<file path="src/hw/rtl/assert_macros.svh">
// Assertion macros for the RTL of the coverage grid.
// No dependencies; the macros compile to nothing when SYNTHESIS is defined.
`ifndef ASSERT_MACROS_SVH
`define ASSERT_MACROS_SVH
`ifndef SYNTHESIS
`define ASSERT_PROP(label, clk, rst, prop) \
  label: assert property (@(posedge clk) disable iff (rst) prop) \
    else $error("assertion failed");
`define ASSERT_NEVER(label, clk, rst, expr) \
  label: assert property (@(posedge clk) disable iff (rst) !(expr)) \
    else $error("forbidden condition seen");
`else
`define ASSERT_PROP(label, clk, rst, prop)
`define ASSERT_NEVER(label, clk, rst, expr)
`endif
`endif

</file>
<file path="src/hw/rtl/dcg_ram.sv">
// Generic single-write, single-read RAM with a registered read port.
// No dependencies; contents are undefined until written.
module dcg_ram #(
  parameter int WIDTH = 8,
  parameter int DEPTH = 16,
  parameter int AW    = $clog2(DEPTH)
) (
  input  logic             clk,
  input  logic             we,
  input  logic [AW-1:0]    waddr,
  input  logic [WIDTH-1:0] wdata,
  input  logic [AW-1:0]    raddr,
  output logic [WIDTH-1:0] rdata
);

  logic [WIDTH-1:0] mem [DEPTH];

  always_ff @(posedge clk) begin
    if (we) begin
      mem[waddr] <= wdata;
    end
    rdata <= mem[raddr];
  end

endmodule

</file>
<file path="config.mk">
export PLATFORM = sky130hd
export DESIGN_NAME = dcg_ram
export DESIGN_NICKNAME = d
export VERILOG_FILES = /design/src/hw/rtl/assert_macros.svh /design/src/hw/rtl/dcg_ram.sv
export SDC_FILE = /design/constraint.sdc
export NUM_CORES = 1
export LEC_CHECK = 0
export BUFFER_PORTS_ARGS = -buffer_cell sky130_fd_sc_hd__buf_4
export CAP_MARGIN = 20
export CORE_UTILIZATION = 30
export CTS_BUF_LIST = sky130_fd_sc_hd__clkbuf_8
export CTS_CLUSTER_DIAMETER = 200
export DETAILED_ROUTE_END_ITERATION = 8
export PLACE_DENSITY_LB_ADDON = 0.25
export SLEW_MARGIN = 10
export SYNTH_ARGS = -nofsm -noshare
export SYNTH_HDL_FRONTEND = slang
export SYNTH_SLANG_ARGS = --single-unit
</file>
<file path="constraint.sdc">
create_clock -name clk -period 3.6 [get_ports clk]
set_input_delay 0.9 -clock clk [delete_from_list [all_inputs] [get_ports clk]]
set_output_delay 0.9 -clock clk [all_outputs]
set_load 0.01 [all_outputs]
</file>
Word-level counts from Yosys, hierarchy flattened --
Memory sizes are Yosys's and may differ from the RTL's. A register that Yosys moved wholly into a read port is not among the register bits. Cells that the tools add are included.
Operators by class: mux-type cells 2
Operator list (number):
- 2-to-1 mux 1 bit | 2
Storage, ports and cells: flip-flop bits (word level) 0, RAM bits 128, logic and storage cells 3, memories 1
Memories:
- mem | depth 16, width 8, read ports 1, clocked after Yosys merged registers in 1, wr ports 1, line dcg_ram.sv:16 | logic [WIDTH-1:0] mem [DEPTH];

Logic depth before layout (Yosys ltp) --
depth in word-level cells 2, depth in mapped cells 5

Worst setup path before layout --
Ideal clock, no wire load.
path type input port to flip-flop, from input waddr[2], to memory mem[0][0] (enable), setup time 0.383 ns, arrival time 2.010 ns, path slack 1.207 ns, stages on the path 2, buffers on the path 0, cell sequence or3b_2 -> nor3_1
RTL lines:
- from (decl) | line dcg_ram.sv:10 | input logic [AW-1:0] waddr,
- to (decl) | line dcg_ram.sv:16
Straight into the memory's write port.

==> results.yml <==
detailed_routing:
  wl_per_cell_microns: 20.7
  vias_per_cell: 4.69
  first_pass_iters: 4
  final_antenna_net_count: 0
  route.vias.total: 2374
  routed_wl_microns: 10500
  drtIter0Drc: 212
  route.detailed.drc: 0
timing:
  layout_min_cycle_time_ps: 2180
  fmax_mhz: 458
  slew_viol_final: 0
  hold_ws_ps: 671
  final.setup.tns_ps: 0
  fin_crit_sh_pct: 60.7
  fin_ws_ps: 1420
  final_hold_viol_count: 0
  relSlewSlack_pct: 36.7
  fin_skew_ps: 10.2
  setup_viol: 0
  worst_pin_slew_ps: 946
  rsz0062_at_grt: "no"
critical_path:
  critPathKind: "in2reg"
  critPathLaunchType: "primary input"
  worstPathRequired_ps: 3900
  crit_arrival_ps: 2480
  crit_path_end_kind: "flop"
  critPathMaxFanout: 32
  r2r_slack_ps: 2170
die:
  fp.dieArea_sq_mm: 0.0177
  rows: 47
  ios: 26
  fp.coreArea_sq_mm: 0.0166
  dieHeight_microns: 133
  start_util_pct: 30.9
  die-width_microns: 133
synth:
  synth-seq-cells: 136
  netlist.area_leader.share_pct: 74.7
  synth_fp_nets: 247
  synth_largest_area_cell: "edfxtp_1"
  ys_types: 19
  yosysSeqAreaShare_pct: 77.8
  synth_area_sq_mm: 0.00515
  ys_top_cells_by_area: "edfxtp_1, mux4_2, mux4_1"
  synthCells: 229
  avgSynthCellArea_sq_um: 22.5
  yosysWarnings: 0
power:
  cellPowerDensity_mw_per_mm2: 504
  total_power_mw: 2.99
  p_leak_nw: 1.96
  vdd_drop_max_v: 0.000208
global_routing:
  antenna_found_initial: 1
  grt_pass1_wl_microns: 15700
  grt_use_met2_pct: 19.2
  gr-usage-met1_pct: 17.2
  grtUsageMet3_pct: 4.48
  grt_pass1_vias: 2505
  grt-ovfl-total: 0
  busiest_layer: "met2"
  grt_usage_pct: 12.9
  grt_max_degree: 33
outcome:
  status: "complete, no violations"
cts:
  hold_buffers: 0
  cts_buffer_depth: 2
  cts_setup_buffers: 0
  clk_pin_slew_worst_paths_ps: 60
  cts_buffers: 17
  clock_latency_ps: 420
  ctsResizeCount: 0
  cts-htree-levels: 4
  cts_tree: "built"
  clockRootBuffer: "clkbuf_8"
  cts_sinks: 136
cells_and_area:
  multi_input_area_sq_mm: 0.00106
  stdcell_count: 506
  nets: 290
  n_fill_cell: 1533
  fin_area_sq_mm: 0.00593
  area_growth_pct: 15.1
  register_area_sq_mm: 0.00400
  fin_util_pct: 35.6
  drive_above_1_share_pct: 26.3
job:
  max_cap_viol_count: 0
placed_design:
  dpl_cell_area_sq_mm: 0.00559
  dp.cells: 473
  place_ws_ps: 961
  gp_congestion: 0.808
  post-dp-hpwl_microns: 6630
  port-buffer-count: 25
worst_hold_path:
  worstHoldPathType: "reg2reg"
-- report_power, final --
part           switching, mW  internal, mW  total (mW)
Clock                  0.508         0.524        1.03
Combinational         0.0971        0.0755       0.173
Sequential            0.0123          1.77        1.78
-- path summary, 6_finish.rpt --
| path | from | end | cells past startpoint |
|---|---|---|---|
| setup reg to reg | mem[2][0]$_DFFE_PP_ | rdata[0]$_DFF_P_ | 3 |
| setup / recovery | raddr[0] | rdata[0]$_DFF_P_ | 4 |
| hold reg to reg | mem[14][0]$_DFFE_PP_ | rdata[0]$_DFF_P_ | 3 |
| hold / removal | mem[14][0]$_DFFE_PP_ | rdata[0]$_DFF_P_ | 3 |
-- sequential cells by signal (all words and copies together), names as in the netlist --
| signal | flops |
|---|---|
| mem | 128 |
| rdata | 8 |
-- cells in the mapped netlist --
library cell	count
a22oi_1	16
and2_1	1
and2b_1	1
buf_2	3
buf_4	1
buf_6	3
clkdlybuf4s25_2	3
dfxtp_1	8
edfxtp_1	128
mux4_1	14
mux4_2	18
nand2_1	9
nand2b_1	2
nand3_1	1
nand3b_1	2
nor2_1	13
nor2b_1	1
nor3_1	4
or3b_2	1
-- kinds of logic after synthesis --
group / Yosys count / share of synthesized area, %
buf+inv: 10 / 1.68
mux: 32 / 15.0
compound gates: 16 / 2.33
flops: 136 / 77.8
simple gates: 35 / 3.18
-- critical path: stages --
cell and delay (ps):
buf_4 480, mux4_1 630, a22oi_1 360, nand2_1 100
-- placed cells by master (no fill, tap or decap), drive strengths merged --
cell    synthesis  final
a22oi          16     16
nor2           13     13
or3b            1      1
nor2b           1      1
nand3           1      1
clkbuf          0     21
dfxtp           8      8
edfxtp        128    128
buf             7     34
inv             0      6
mux4           32     32
nand2           9      9
diode           0      1
nand2b          2      2
and2            1      1
nor3            4      4
and2b           1      1
nand3b          2      2
clkinv          0      5
-- layout make-up --
| class | count | area share, % |
|---|---|---|
| multi-input combinational | 83 | 17.8 |
| timing repair buffer | 34 | 4.31 |
| clock inverter | 11 | 0.718 |
| antenna | 1 | 0.0422 |
| clock buffer | 21 | 4.88 |
| sequential | 136 | 67.6 |
| tap | 220 | 4.65 |
-- layer usage --
layer	wire length (microns)	share of wire, %	vias to the layer above
met1	4890	47	1234
met3	557	5.3	17
li1	-	-	1063
met2	4820	46	60
met5	0	0	-
met4	200	1.9	0
Power figures use the tool's default switching activity.
